[src/daisy_chain_balance_command_receiver_assert.svh]
// ============================================================================
// Assertion macros for the daisy-chain balance command receiver
// Shorthand for clocked implication checks with an active-low reset.
// ============================================================================
`ifndef DAISY_CHAIN_BALANCE_COMMAND_RECEIVER_ASSERT_SVH
`define DAISY_CHAIN_BALANCE_COMMAND_RECEIVER_ASSERT_SVH

// same-cycle implication
`define DCBR_ASSERT_IMPLY(label, clk, rst_n, ante, cons) \
    label: assert property (@(posedge clk) disable iff (!rst_n) (ante) |-> (cons)) \
        else $error("dcbr same-cycle check failed");

// next-cycle implication
`define DCBR_ASSERT_NEXT(label, clk, rst_n, ante, cons) \
    label: assert property (@(posedge clk) disable iff (!rst_n) (ante) |=> (cons)) \
        else $error("dcbr next-cycle check failed");

`endif

[src/dcbr_pkg.sv]
// ============================================================================
// dcbr_pkg
// Types and constants shared by the balance command receiver modules.
// ============================================================================
`timescale 1ns / 1ps

package dcbr_pkg;

    localparam int BYTES_PER_BOARD = 12;
    localparam int RELAY_W         = 12;
    localparam int RELAY_MAX       = (1 << RELAY_W) - 1;
    localparam int PROD_W          = 8 + $clog2(BYTES_PER_BOARD + 1);

    typedef enum logic [2:0] {
        PH_IDLE    = 3'd0,
        PH_HOP     = 3'd1,
        PH_BOARDS  = 3'd2,
        PH_MASK    = 3'd3,
        PH_RELAY   = 3'd4,
        PH_ADDR    = 3'd5,
        PH_CFGDATA = 3'd6,
        PH_EEDATA  = 3'd7
    } rx_phase_t;

    typedef enum logic [2:0] {
        EV_NONE     = 3'd0,
        EV_MEASURE  = 3'd1,
        EV_SEND     = 3'd2,
        EV_EEREAD   = 3'd3,
        EV_EEWRITE  = 3'd4,
        EV_CFGREAD  = 3'd5,
        EV_CFGWRITE = 3'd6,
        EV_CFGSAVE  = 3'd7
    } event_t;

    typedef enum logic [2:0] {
        CFG_CODE_BALANCE   = 3'd0,
        CFG_CODE_EE_READ   = 3'd1,
        CFG_CODE_EE_WRITE  = 3'd2,
        CFG_CODE_CFG_READ  = 3'd3,
        CFG_CODE_CFG_WRITE = 3'd4,
        CFG_CODE_CFG_SAVE  = 3'd5,
        CFG_CODE_SET_ADDR  = 3'd6,
        CFG_LOAD_OFF_TICKS = 3'd7
    } cfg_index_t;

    typedef struct packed {
        logic [7:0] code_balance_info;
        logic [7:0] code_eeprom_read;
        logic [7:0] code_eeprom_write;
        logic [7:0] code_config_read;
        logic [7:0] code_config_write;
        logic [7:0] code_config_save;
        logic [7:0] code_set_address;
        logic [7:0] load_off_ticks;
    } cfg_regs_t;

    typedef struct packed {
        logic       operation;
        logic [7:0] rx_byte;
    } item_t;

    typedef struct packed {
        logic       tx_valid;
        logic [7:0] tx_byte;
        logic [2:0] event_res;
        logic [7:0] req_address;
        logic [7:0] req_data;
        logic [7:0] load_enable;
        logic       timed_out;
    } result_t;

    typedef struct packed {
        logic out_valid;
        logic skid_valid;
    } buf_status_t;

endpackage

[src/dcbr_cfg_regs.sv]
// ============================================================================
// dcbr_cfg_regs
// Command code and timeout registers, written through the config port.
// ============================================================================
`timescale 1ns / 1ps

module dcbr_cfg_regs
    import dcbr_pkg::*;
(
    input  logic       clk,
    input  logic       rst_n,
    input  logic       wr_en,
    input  logic [2:0] wr_index,
    input  logic [7:0] wr_data,
    output cfg_regs_t  cfg
);

    cfg_regs_t cfg_reg;
    cfg_regs_t cfg_next;

    always_comb
    begin
        cfg_next = cfg_reg;
        if (wr_en)
        begin
            case (cfg_index_t'(wr_index))
                CFG_CODE_BALANCE:   cfg_next.code_balance_info = wr_data;
                CFG_CODE_EE_READ:   cfg_next.code_eeprom_read  = wr_data;
                CFG_CODE_EE_WRITE:  cfg_next.code_eeprom_write = wr_data;
                CFG_CODE_CFG_READ:  cfg_next.code_config_read  = wr_data;
                CFG_CODE_CFG_WRITE: cfg_next.code_config_write = wr_data;
                CFG_CODE_CFG_SAVE:  cfg_next.code_config_save  = wr_data;
                CFG_CODE_SET_ADDR:  cfg_next.code_set_address  = wr_data;
                CFG_LOAD_OFF_TICKS: cfg_next.load_off_ticks    = wr_data;
                default:            cfg_next = cfg_reg;
            endcase
        end
    end

    always_ff @(posedge clk or negedge rst_n)
    begin
        if (!rst_n)
        begin
            cfg_reg.code_balance_info <= 8'd1;
            cfg_reg.code_eeprom_read  <= 8'd2;
            cfg_reg.code_eeprom_write <= 8'd3;
            cfg_reg.code_config_read  <= 8'd4;
            cfg_reg.code_config_write <= 8'd5;
            cfg_reg.code_config_save  <= 8'd6;
            cfg_reg.code_set_address  <= 8'd7;
            cfg_reg.load_off_ticks    <= 8'd50;
        end
        else
        begin
            cfg_reg <= cfg_next;
        end
    end

    assign cfg = cfg_reg;

endmodule

[src/dcbr_core.sv]
// ============================================================================
// dcbr_core
// Protocol state machine: decodes one byte or tick per accepted transaction
// and forms its result combinationally.
// ============================================================================
`timescale 1ns / 1ps

module dcbr_core
    import dcbr_pkg::*;
(
    input  logic      clk,
    input  logic      rst_n,
    input  logic      accept,
    input  item_t     item,
    input  cfg_regs_t cfg,
    output result_t   res
);

    rx_phase_t          phase_reg, phase_next;
    logic [7:0]         hop_reg, hop_next;
    logic [7:0]         boards_reg, boards_next;
    logic [7:0]         pos_reg, pos_next;
    logic [RELAY_W-1:0] relay_reg, relay_next;
    logic [7:0]         mask_reg, mask_next;
    logic [7:0]         tick_reg, tick_next;
    logic [7:0]         addr_reg, addr_next;

    logic               is_byte;
    logic [7:0]         b;
    logic               m_bal, m_eer, m_eew, m_cfr, m_cfw, m_cfs, m_adr;
    logic [7:0]         pos_inc;
    logic               mask_end;
    logic [PROD_W-1:0]  relay_product;
    logic [RELAY_W-1:0] relay_len;
    logic [RELAY_W-1:0] relay_dec;

    assign is_byte = !item.operation;
    assign b       = item.rx_byte;

    // first match wins in this order
    assign m_bal = (b == cfg.code_balance_info);
    assign m_eer = !m_bal && (b == cfg.code_eeprom_read);
    assign m_eew = !m_bal && !m_eer && (b == cfg.code_eeprom_write);
    assign m_cfr = !m_bal && !m_eer && !m_eew && (b == cfg.code_config_read);
    assign m_cfw = !m_bal && !m_eer && !m_eew && !m_cfr && (b == cfg.code_config_write);
    assign m_cfs = !m_bal && !m_eer && !m_eew && !m_cfr && !m_cfw
                   && (b == cfg.code_config_save);
    assign m_adr = !m_bal && !m_eer && !m_eew && !m_cfr && !m_cfw && !m_cfs
                   && (b == cfg.code_set_address);

    assign pos_inc       = pos_reg + 8'd1;
    assign mask_end      = (boards_reg == pos_inc);
    assign relay_product = PROD_W'(hop_reg) * PROD_W'(BYTES_PER_BOARD);
    assign relay_len     = (32'(relay_product) > 32'(RELAY_MAX)) ?
                           RELAY_W'(RELAY_MAX) : RELAY_W'(relay_product);
    assign relay_dec     = relay_reg - RELAY_W'(relay_reg != '0);

    // next phase
    always_comb
    begin
        phase_next = phase_reg;
        if (is_byte)
        begin
            case (phase_reg)
                PH_IDLE:
                begin
                    if (m_bal)
                        phase_next = PH_HOP;
                    else if (m_eew)
                        phase_next = PH_EEDATA;
                    else if (m_cfw)
                        phase_next = PH_CFGDATA;
                    else if (m_adr)
                        phase_next = PH_ADDR;
                end
                PH_HOP:    phase_next = PH_BOARDS;
                PH_BOARDS: phase_next = PH_MASK;
                PH_MASK:
                begin
                    if (mask_end)
                        phase_next = (hop_reg == 8'd0) ? PH_IDLE : PH_RELAY;
                end
                PH_RELAY:
                begin
                    if (relay_dec == '0)
                        phase_next = PH_IDLE;
                end
                default:   phase_next = PH_IDLE;
            endcase
        end
    end

    // datapath and result
    always_comb
    begin
        hop_next       = hop_reg;
        boards_next    = boards_reg;
        pos_next       = pos_reg;
        relay_next     = relay_reg;
        mask_next      = mask_reg;
        tick_next      = tick_reg;
        addr_next      = addr_reg;
        res            = '0;
        res.event_res  = EV_NONE;

        if (!is_byte)
        begin
            if (tick_reg == cfg.load_off_ticks)
            begin
                mask_next     = 8'd0;
                res.timed_out = 1'b1;
            end
            else
            begin
                tick_next = tick_reg + 8'd1;
            end
        end
        else
        begin
            case (phase_reg)
                PH_IDLE:
                begin
                    if (m_bal)
                    begin
                        res.tx_valid  = 1'b1;
                        res.tx_byte   = cfg.code_balance_info;
                        res.event_res = EV_MEASURE;
                        tick_next     = 8'd0;
                    end
                    else if (m_eer)
                        res.event_res = EV_EEREAD;
                    else if (m_cfr)
                        res.event_res = EV_CFGREAD;
                    else if (m_cfs)
                        res.event_res = EV_CFGSAVE;
                end
                PH_HOP:
                begin
                    hop_next     = b;
                    res.tx_valid = 1'b1;
                    res.tx_byte  = b + 8'd1;
                end
                PH_BOARDS:
                begin
                    boards_next  = b;
                    pos_next     = 8'd0;
                    res.tx_valid = 1'b1;
                    res.tx_byte  = b;
                end
                PH_MASK:
                begin
                    if (hop_reg == pos_reg)
                    begin
                        mask_next    = b;
                        res.tx_valid = 1'b1;
                        res.tx_byte  = b;
                    end
                    pos_next = pos_inc;
                    if (mask_end)
                    begin
                        if (hop_reg == 8'd0)
                            res.event_res = EV_SEND;
                        else
                        begin
                            relay_next = relay_len;
                            pos_next   = 8'd0;
                        end
                    end
                end
                PH_RELAY:
                begin
                    if (relay_reg != '0)
                    begin
                        relay_next   = relay_dec;
                        res.tx_valid = 1'b1;
                        res.tx_byte  = b;
                    end
                    if (relay_dec == '0)
                        res.event_res = EV_SEND;
                end
                PH_ADDR:    addr_next = b;
                PH_CFGDATA:
                begin
                    res.event_res = EV_CFGWRITE;
                    res.req_data  = b;
                end
                default:
                begin
                    res.event_res = EV_EEWRITE;
                    res.req_data  = b;
                end
            endcase
        end

        res.req_address = addr_next;
        res.load_enable = mask_next;
    end

    always_ff @(posedge clk or negedge rst_n)
    begin
        if (!rst_n)
        begin
            phase_reg  <= PH_IDLE;
            hop_reg    <= '0;
            boards_reg <= '0;
            pos_reg    <= '0;
            relay_reg  <= '0;
            mask_reg   <= '0;
            tick_reg   <= '0;
            addr_reg   <= '0;
        end
        else if (accept)
        begin
            phase_reg  <= phase_next;
            hop_reg    <= hop_next;
            boards_reg <= boards_next;
            pos_reg    <= pos_next;
            relay_reg  <= relay_next;
            mask_reg   <= mask_next;
            tick_reg   <= tick_next;
            addr_reg   <= addr_next;
        end
    end

endmodule

[src/dcbr_out_buf.sv]
// ============================================================================
// dcbr_out_buf
// Two-entry result buffer: output register plus skid register, so the
// upstream stall is a register output.
// ============================================================================
`timescale 1ns / 1ps

module dcbr_out_buf
    import dcbr_pkg::*;
(
    input  logic        clk,
    input  logic        rst_n,
    input  logic        push,
    input  result_t     push_data,
    output logic        full,
    output logic        out_valid,
    input  logic        out_stall,
    output result_t     out_data,
    output buf_status_t status
);

    logic    out_valid_reg, out_valid_next;
    logic    skid_valid_reg, skid_valid_next;
    result_t out_data_reg, out_data_next;
    result_t skid_data_reg, skid_data_next;
    logic    out_fire;

    assign out_fire = out_valid_reg && !out_stall;

    always_comb
    begin
        out_valid_next  = out_valid_reg;
        skid_valid_next = skid_valid_reg;
        out_data_next   = out_data_reg;
        skid_data_next  = skid_data_reg;
        if (skid_valid_reg)
        begin
            if (out_fire)
            begin
                out_data_next   = skid_data_reg;
                skid_valid_next = 1'b0;
            end
        end
        else if (push)
        begin
            if (out_valid_reg && !out_fire)
            begin
                skid_data_next  = push_data;
                skid_valid_next = 1'b1;
            end
            else
            begin
                out_data_next  = push_data;
                out_valid_next = 1'b1;
            end
        end
        else if (out_fire)
        begin
            out_valid_next = 1'b0;
        end
    end

    always_ff @(posedge clk or negedge rst_n)
    begin
        if (!rst_n)
        begin
            out_valid_reg  <= 1'b0;
            skid_valid_reg <= 1'b0;
        end
        else
        begin
            out_valid_reg  <= out_valid_next;
            skid_valid_reg <= skid_valid_next;
        end
    end

    always_ff @(posedge clk)
    begin
        out_data_reg  <= out_data_next;
        skid_data_reg <= skid_data_next;
    end

    assign full              = skid_valid_reg;
    assign out_valid         = out_valid_reg;
    assign out_data          = out_data_reg;
    assign status.out_valid  = out_valid_reg;
    assign status.skid_valid = skid_valid_reg;

endmodule

[src/daisy_chain_balance_command_receiver.sv]
// ============================================================================
// daisy_chain_balance_command_receiver
// Slave node of a daisy-chained balancer byte protocol.
// ============================================================================
// Takes one received byte or timer tick per clock while item_stall is low
// and returns exactly one result per transaction. The result is presented
// the cycle after it is accepted, unless an earlier result is still held at
// the output; then it waits in the skid entry behind that one. All decoding
// is a single pass of logic from the protocol state registers into a two-entry
// output buffer, so with result_stall low it sustains one transaction per clock;
// input stall rises only when both buffer entries hold results not yet taken.
// Config writes are always ready and take effect on the next clock.
`timescale 1ns / 1ps

`include "daisy_chain_balance_command_receiver_assert.svh"

module daisy_chain_balance_command_receiver
    import dcbr_pkg::*;
(
    input  logic       clk,
    input  logic       rst_n,
    input  logic       item_valid,
    output logic       item_stall,
    input  item_t      item,
    output logic       result_valid,
    input  logic       result_stall,
    output result_t    result,
    input  logic       cfg_valid,
    output logic       cfg_ready,
    input  logic [2:0] cfg_index,
    input  logic [7:0] cfg_data
);

    cfg_regs_t   cfg;
    result_t     step_res;
    logic        accept;
    logic        buf_full;
    buf_status_t buf_status;

    assign cfg_ready  = 1'b1;
    assign item_stall = buf_full;
    assign accept     = item_valid && !buf_full;

    dcbr_cfg_regs u_cfg
    (
        .clk      (clk),
        .rst_n    (rst_n),
        .wr_en    (cfg_valid && cfg_ready),
        .wr_index (cfg_index),
        .wr_data  (cfg_data),
        .cfg      (cfg)
    );

    dcbr_core u_core
    (
        .clk    (clk),
        .rst_n  (rst_n),
        .accept (accept),
        .item   (item),
        .cfg    (cfg),
        .res    (step_res)
    );

    dcbr_out_buf u_buf
    (
        .clk       (clk),
        .rst_n     (rst_n),
        .push      (accept),
        .push_data (step_res),
        .full      (buf_full),
        .out_valid (result_valid),
        .out_stall (result_stall),
        .out_data  (result),
        .status    (buf_status)
    );

    // skid entry only fills behind a held output entry
    `DCBR_ASSERT_IMPLY(a_skid_behind_out, clk, rst_n, buf_status.skid_valid, buf_status.out_valid)
    // an accepted transaction always leaves a valid result at the output next cycle
    `DCBR_ASSERT_NEXT(a_accept_lands, clk, rst_n, accept, result_valid)
    // a timeout result always reports the loads switched off
    `DCBR_ASSERT_IMPLY(a_timeout_clears, clk, rst_n, result_valid && result.timed_out, result.load_enable == 8'd0)
    // no byte data without a downstream send
    `DCBR_ASSERT_IMPLY(a_tx_quiet, clk, rst_n, result_valid && !result.tx_valid, result.tx_byte == 8'd0)

endmodule
[config.mk]
export PLATFORM = sky130hd
export DESIGN_NAME = daisy_chain_balance_command_receiver
export DESIGN_NICKNAME = d
export VERILOG_FILES = /design/src/dcbr_pkg.sv /design/src/dcbr_cfg_regs.sv /design/src/dcbr_core.sv /design/src/dcbr_out_buf.sv /design/src/daisy_chain_balance_command_receiver.sv
export VERILOG_INCLUDE_DIRS = /design/src /design/src/src
export SDC_FILE = /design/constraint.sdc
export NUM_CORES = 1
export LEC_CHECK = 0
export ABC_AREA = 1
export BUFFER_PORTS_ARGS = -buffer_cell sky130_fd_sc_hd__buf_2
export CAP_MARGIN = 20
export CORE_ASPECT_RATIO = 1.25
export CORE_MARGIN = 2
export CORE_UTILIZATION = 30
export DETAILED_ROUTE_END_ITERATION = 8
export GPL_TIMING_DRIVEN = 0
export PLACE_DENSITY = 0.46
export SYNTH_ARGS = -nofsm -noshare
export SYNTH_HDL_FRONTEND = slang
export SYNTH_SLANG_ARGS = --single-unit
[constraint.sdc]
create_clock -name clk -period 5.3 [get_ports clk]
set_clock_uncertainty 0.15 [all_clocks]
set_input_delay 0.265 -clock clk [delete_from_list [all_inputs] [get_ports clk]]
set_output_delay 0.265 -clock clk [all_outputs]
set_load 0.1 [all_outputs]
==> impl_metrics.toml, run 1 <==
[grt]
gr-total-overflow = 0
track_usage = 0.162
globalRoute.busiestLayer = "met2"
grt_pass1_wl_um = 46100
initial_antenna_violation_count = 0
groute.layer.met3.usage = 0.0153
use_met1 = 0.217
first_global_vias = 8236
maximum_number_of_pins_on_one_net_before_global_route_repair = 67
globalRouteMet2Util = 0.279

[setup_path]
reg2reg_from = "u_core.relay_reg[3]$_DFFE_PN0P_"
timing.critical_path.buf_inv = 1
crit_chain = "nor2_1 > nand3_1 > nor2_1 > nand4_1 > ha_1 > ha_1 > inv_1 > nor3_1 > nand2_1 > nor2_1 > nand2_1 > nor3_1 > nand3_1 > and2_1 > nor2_2 > nand2_1 > nand2_1 > nand2_1"
critical_path.most_common_cell = "nand2_1"
worstSetupStartpoint = "u_core.relay_reg[3]$_DFFE_PN0P_"
critical_path.startpoint_type = "register"
timing.critical_path.slowest_cell_delay_ns = 0.42
critPathMaxFanout = 4
worstPathArrival_ns = 3.64
worst_path_dominant_cell_family = "simple AND/OR/NAND/NOR gates"
endpoint_kind = "register"
crit_required_ns = 5.56
worst-setup-path-type = "register to register"
slowest_stage = "dfrtp_1"

[cells_and_area]
final.fill_count = 3596
instances_no_fill = 1806
post_route_cells_drive_above_1_share = 0.128
nets_finish = 1365
layout_commonest_cell = "nand2_1"
area.growth.synth_to_final_pct = 18.0
diodes = 0
postLayoutCellArea_um2 = 12400
layout.cells.most_common_list = "384 x nand2_1, 136 x o21ai_0, 114 x dfrtp_1"
largest_register_ffs = 64

[logic_synthesis]
synth.area.mux_share = 0.000949
ys.flop_type = "dfrtp_1"
post_synthesis_xor_xnor_area_fraction = 0.0623
synth_fp_nets = 1271
synth_async_sr_flop_share = 0.635
post_synth_num_cell_types = 47
synth_top_family_by_area = "simple AND/OR/NAND/NOR gates"
synth_seq_cells = 203
syn_area_per_cell_um2 = 8.59
synth_top_area_share = 0.271
ys_top_cells_by_area = "dfrtp_1 27%, edfxtp_1 21%, nand2_1 14%, o21ai_0 6.5%, dfstp_2 3.7%"
syn-cell-area_um2 = 10500
synth-seq-area-share = 0.519
post_synthesis_instance_total = 1227
synth_adder_area_share = 0.0233
synth.yosys.warnings = 0
synth-compound-area-share = 0.104
synth-simple-area-share = 0.235
synth_area_leader_cell = "dfrtp_1"
number_of_synthesized_flops_with_an_enable_pin = 74

[timing]
period_minus_slack_ns = 3.38
final_max_slew_viol_count = 0
clock.fmax_ghz = 0.295
worst_slack_ns = 1.92
rsz0062_at_grt = "false"
max_slew.worst_pin.slew_ns = 0.947
relSlewSlack = 0.363
report.final.hold_viol_count = 0
final_period_util = 0.639
report.final.setup_viol = 0
setup_tns_ns = 0

[power]
power.clock.fraction = 0.248
power.leakage_uw = 0.00549
vdd_ir_drop_max_mv = 0.240
internal_power_uw = 4020
power.switching_uw = 3170
sequentialPowerShare = 0.338
share_of_total_power_consumed_by_net_switching = 0.441
cellPowerDensity_nw_per_um2 = 579
pwr-share-comb = 0.414

[detailed_routing]
final_antenna_net_count = 0
detailroute.via_count = 8351
routedWlPerCell_um = 16.0
initialDrtViolationCount = 475
drt-total-wl_um = 28900
dr.pass1.iters = 5
drc_errors = 0
drt-vias-per-instance = 4.62

[place]
placedInstanceArea_um2 = 11500
detailed_place_hpwl_um = 20600
post-place-cells = 1759
numPortBuffers = 61
dp_worst_setup_slack_ns = 1.89
gpl.final_weighted_congestion = 0.836

[run_status]
result_of_the_run = "completed"

[clock_tree]
cts-htree-levels = 1
maximum_number_of_buffers_from_clock_root_to_sink = 3
setup_fix_buffers_added_after_clock_tree_synthesis = 0
number_of_buffers_created_by_cts = 23
clock_network_latency_to_the_later_pin_of_the_worst_skew_pair_ns = 0.54
clkTransAtPathRegs_ns = 0.06
clock_tree.root_cell = "clkbuf_16"
clock-sinks = 203
cts_tree = "built"

[job]
cap_viol_max_count = 0

[floorplan]
die_area_um2 = 36700
fp.dieW_um = 172
floorplan.die.height_um = 214
design.core.area_um2 = 34500
pin_count = 65
start_util = 0.305
core_rows = 76

[min_path]
min-delay-path-class = "input pin to register"
hold_start = "cfg_data[3]"
## cells by family after synthesis
kind of cell             count (synthesis)
AO/OA/AOI/OAI                          204
adder cells (fa/ha/maj)                 19
AND/OR/NAND/NOR                        580
buffers and inverters                  144
XOR/XNOR                                75
other                                    1
flip-flops                             203
multiplexers                             1
## synth_stat cells (18+ instances only)
cell      count
xor2_1       44
clkbuf_1     28
a21oi_1      30
inv_1        96
nor2_1       77
nand4_1      18
nand2_1     384
edfxtp_1     74
xnor2_1      31
ha_1         18
nor3_1       18
nand3_1      43
dfrtp_1     114
o21ai_0     136
## per-stage QoR
step | utilization | hold WS (ns) | total power, uW
floorplan | - | -0.181 | 4760
global placement | 0.331 | 0.318 | 5420
detailed placement | 0.334 | 0.175 | 5460
CTS | 0.360 | 0.0170 | 7280
global route | 0.360 | 0.0455 | 7690
finish | 0.360 | 0.0275 | 7200
## repair_timing
item / in CTS / in global routing
hold endpoints to repair: 66 / 0
hold buffers: 5 / 0
resized for setup: 0 / 0
## power groups by stage
stage / logic [uW] / registers, uW / clock network, uW
after detailed placement: 2990 / 2470 / 0
after floorplan: 1460 / 3300 / 0
after CTS: 3010 / 2440 / 1830
after global routing: 3310 / 2500 / 1890
after global placement: 2930 / 2480 / 0
final: 2980 / 2440 / 1780
## final cells by class
| class | instances | area, um^2 | share of cell area |
|---|---|---|---|
| flip-flops and latches | 203 | 5470 | 0.440 |
| repair buffers | 69 | 444 | 0.0357 |
| clock inverters | 15 | 234 | 0.0188 |
| plain buffers | 44 | 205 | 0.0165 |
| clock buffers | 27 | 611 | 0.0491 |
| well taps | 468 | 586 | 0.0471 |
| inverters | 100 | 375 | 0.0302 |
| multi-input cells | 880 | 4510 | 0.363 |
## tightest hold or removal path, stage by stage
cell and delay [ns]:
buf_2 0.08, inv_1 0.16, a21oi_1 0.17
## worst paths after layout
check / to / slack (ns) / cells past startpoint
worst max-delay path: u_core.phase_reg[2]$_DFFE_PN0P_ / 1.92 / 18
worst min-delay path: u_cfg.cfg[3]$_DFFE_PN0P_ / 0.03 / 3
worst max register to register: u_core.phase_reg[2]$_DFFE_PN0P_ / 1.92 / 18
worst min register to register: u_core.addr_reg[3]$_DFFE_PN0P_ / 0.34 / 2
max in group asynchronous: u_cfg.cfg[1]$_DFFE_PN1P_ / 4.06 / 3
min in group asynchronous: u_core.relay_reg[4]$_DFFE_PN0P_ / 0.17 / 2
## layer usage
metal  wire (um)  vias up
met5           0        -
met1       13500     3938
met2       13800      153
met3        1030       40
li1            -     4220
met4         635        0
No activity file was read; power rests on OpenSTA's default activity.
==> inputs of run 2 (changes only) <==
clock period = 3.3 ns   (was 5.3 ns; I/O delays follow)
==> impl_metrics.toml, run 2 (synthesis gave the netlist of run 1 again) <==
[place]
dp_worst_setup_slack_ns = -0.111
detailed_place_hpwl_um = 20600
numPortBuffers = 61
gpl.final_weighted_congestion = 0.803

[floorplan]
die_area_um2 = 36700
core_rows = 76
floorplan.die.height_um = 214
design.core.area_um2 = 34500
start_util = 0.305
fp.dieW_um = 172
pin_count = 65

[setup_path]
crit_required_ns = 3.58
slowest_stage = "dfrtp_2"
critical_path.startpoint_type = "register"
reg2reg_slack_ns = 0.28
worstSetupStartpoint = "u_core.relay_reg[3]$_DFFE_PN0P_"
critPathMaxFanout = 4
crit_path_end = "u_core.phase_reg[2]$_DFFE_PN0P_"
worst_path_dominant_cell_family = "simple AND/OR/NAND/NOR gates"
timing.critical_path.slowest_cell_delay_ns = 0.45
crit_chain = "nor2_4 > nand3_1 > nor2_2 > nand4_1 > ha_2 > ha_1 > inv_1 > nor3_1 > nand2_1 > nor2_1 > nand2_1 > nor3_2 > nand3_2 > and2_1 > nor2_2 > nand2_1 > nand2_1 > nand2_1"
worstPathArrival_ns = 3.31
critical_path_depth = 18
reg2reg_from = "u_core.relay_reg[3]$_DFFE_PN0P_"
timing.critical_path.buf_inv = 1
worst_r2r_endpoint = "u_core.phase_reg[2]$_DFFE_PN0P_"
worst-setup-path-type = "register to register"
endpoint_kind = "register"
critical_path.most_common_cell = "nand2_1"
r2r_cells = 18

[cells_and_area]
layout.cells.most_common_list = "384 x nand2_1, 136 x o21ai_0, 113 x dfrtp_1"
largest_register_ffs = 64
diodes = 0
nets_finish = 1383
layout_commonest_cell = "nand2_1"
final.fill_count = 3551
area.growth.synth_to_final_pct = 19.7
post_route_cells_drive_above_1_share = 0.135
layout.area.seq_um2 = 5470
multi_input_comb_area_um2 = 4540

[grt]
gr-total-overflow = 0
first_global_vias = 8320
initial_antenna_violation_count = 0
track_usage = 0.165
maximum_number_of_pins_on_one_net_before_global_route_repair = 94
grt_pass1_wl_um = 46700

[timing]
worst_slack_ns = 0.276
fin_worst_hold_slack_ns = 0.0239
report.final.hold_viol_count = 0
final_period_util = 0.916
max_slew.worst_pin.slew_ns = 0.992
period_minus_slack_ns = 3.02
clock.fmax_ghz = 0.331
rsz0062_at_grt = "false"
report.final.setup_viol = 0
relSlewSlack = 0.333
final_max_slew_viol_count = 0

[clock_tree]
clock_tree.root_cell = "clkbuf_16"
clock-sinks = 203
cts_tree = "built"
clock_network_latency_to_the_later_pin_of_the_worst_skew_pair_ns = 0.56
cts-htree-levels = 1
clkTransAtPathRegs_ns = 0.06
number_of_buffers_created_by_cts = 25
maximum_number_of_buffers_from_clock_root_to_sink = 3

[detailed_routing]
final_antenna_net_count = 0
drt-total-wl_um = 29400
initialDrtViolationCount = 439
detailroute.via_count = 8407
dr.pass1.iters = 4
drc_errors = 0
routedWlPerCell_um = 16.1
drt-vias-per-instance = 4.60

[power]
power.leakage_uw = 0.00555
share_of_total_power_consumed_by_net_switching = 0.449
sequentialPowerShare = 0.338
cellPowerDensity_nw_per_um2 = 920
power.clock.fraction = 0.244
vdd_ir_drop_max_mv = 0.351
pwr-share-comb = 0.417
internal_power_uw = 6390
power.switching_uw = 5220

[run_status]
result_of_the_run = "completed"

[job]
cap_viol_max_count = 0

[min_path]
min-delay-path-class = "input pin to async pin"
==> run 2: cell count changes in the layout (fill, tap and decap cells not counted), sizes merged <==
cell and delta:
dlygate4sd3 +13, clkbuf +6, buf +3, bufinv -3, clkinvlp +3, clkinv -2
==> run 2: power groups by stage <==
| stage | logic, uW | clock network (uW) | registers [uW] |
|---|---|---|---|
| after global routing | 5360 | 3010 | 4020 |
| after global placement | 4710 | 0 | 3970 |
| after CTS | 4850 | 2910 | 3930 |
| after floorplan | 2350 | 0 | 5290 |
| final | 4850 | 2840 | 3930 |
| after detailed placement | 4800 | 0 | 3970 |
==> run 2: worst register-to-register path, stage by stage (launching register included) <==
cell and delay (ns):
dfrtp_2 0.45, nor2_4 0.15, nand3_1 0.09, nor2_2 0.10
nand4_1 0.12, ha_2 0.24, ha_1 0.28, inv_1 0.04
nor3_1 0.17, nand2_1 0.08, nor2_1 0.09, nand2_1 0.07
nor3_2 0.16, nand3_2 0.13, and2_1 0.16, nor2_2 0.17
nand2_1 0.12, nand2_1 0.07, nand2_1 0.04
==> run 2: cell type report <==
type,count,share of cell area
Clock inverter,13,0.0130
Sequential cell,203,0.433
Buffer,44,0.0163
Clock buffer,33,0.0535
Multi-Input combinational cell,880,0.359
Timing Repair Buffer,85,0.0483
Inverter,100,0.0297
Tap cell,468,0.0464
==> run 2: worst min path at each step <==
stage,endpoint,slack [ns],depth (start not counted)
2_1_floorplan,u_buf.full$_DFF_PN0_,-0.28,0
3_3_place_gp,u_cfg.cfg[2]$_DFFE_PN0P_,0.24,3
3_5_place_dp,u_core.relay_reg[5]$_DFFE_PN0P_,-0.04,1
4_1_cts,u_core.mask_reg[5]$_DFFE_PN0P_,0.02,3
5_1_grt,u_core.mask_reg[0]$_DFFE_PN0P_,0.04,3
6_report,u_core.addr_reg[0]$_DFFE_PN0P_,0.02,3
==> run 2: per-layer routing <==
metal  wire, um  share of wire  vias up  track usage
met3       1110          0.038       43       0.0197
met5          0              0        -            0
met2      14200           0.48      171        0.284
met1      13400           0.46     3952        0.216
li1           -              -     4241            -
met4        718          0.024        0       0.0511
==> run 2: timing repair <==
item | CTS | global route
pin swaps | 1 | 2
endpoints found under the hold margin | 186 | 0
hold buffers | 19 | 0
setup endpoints to repair | 4 | 5
gates resized for setup | 1 | 7
setup buffers | 1 | 1
==> run 2: per-stage QoR <==
stage	std cells	cell area, um^2	TNS, ns	utilization	power [uW]
finish	1826	12600	0	0.366	11600
global route	1826	12600	0	0.366	12400
CTS	1825	12600	0	0.365	11700
detailed placement	1759	11500	-0.347	0.334	8770
global placement	1756	11400	-18.36	0.331	8680
floorplan	1227	10500	0	-	7640
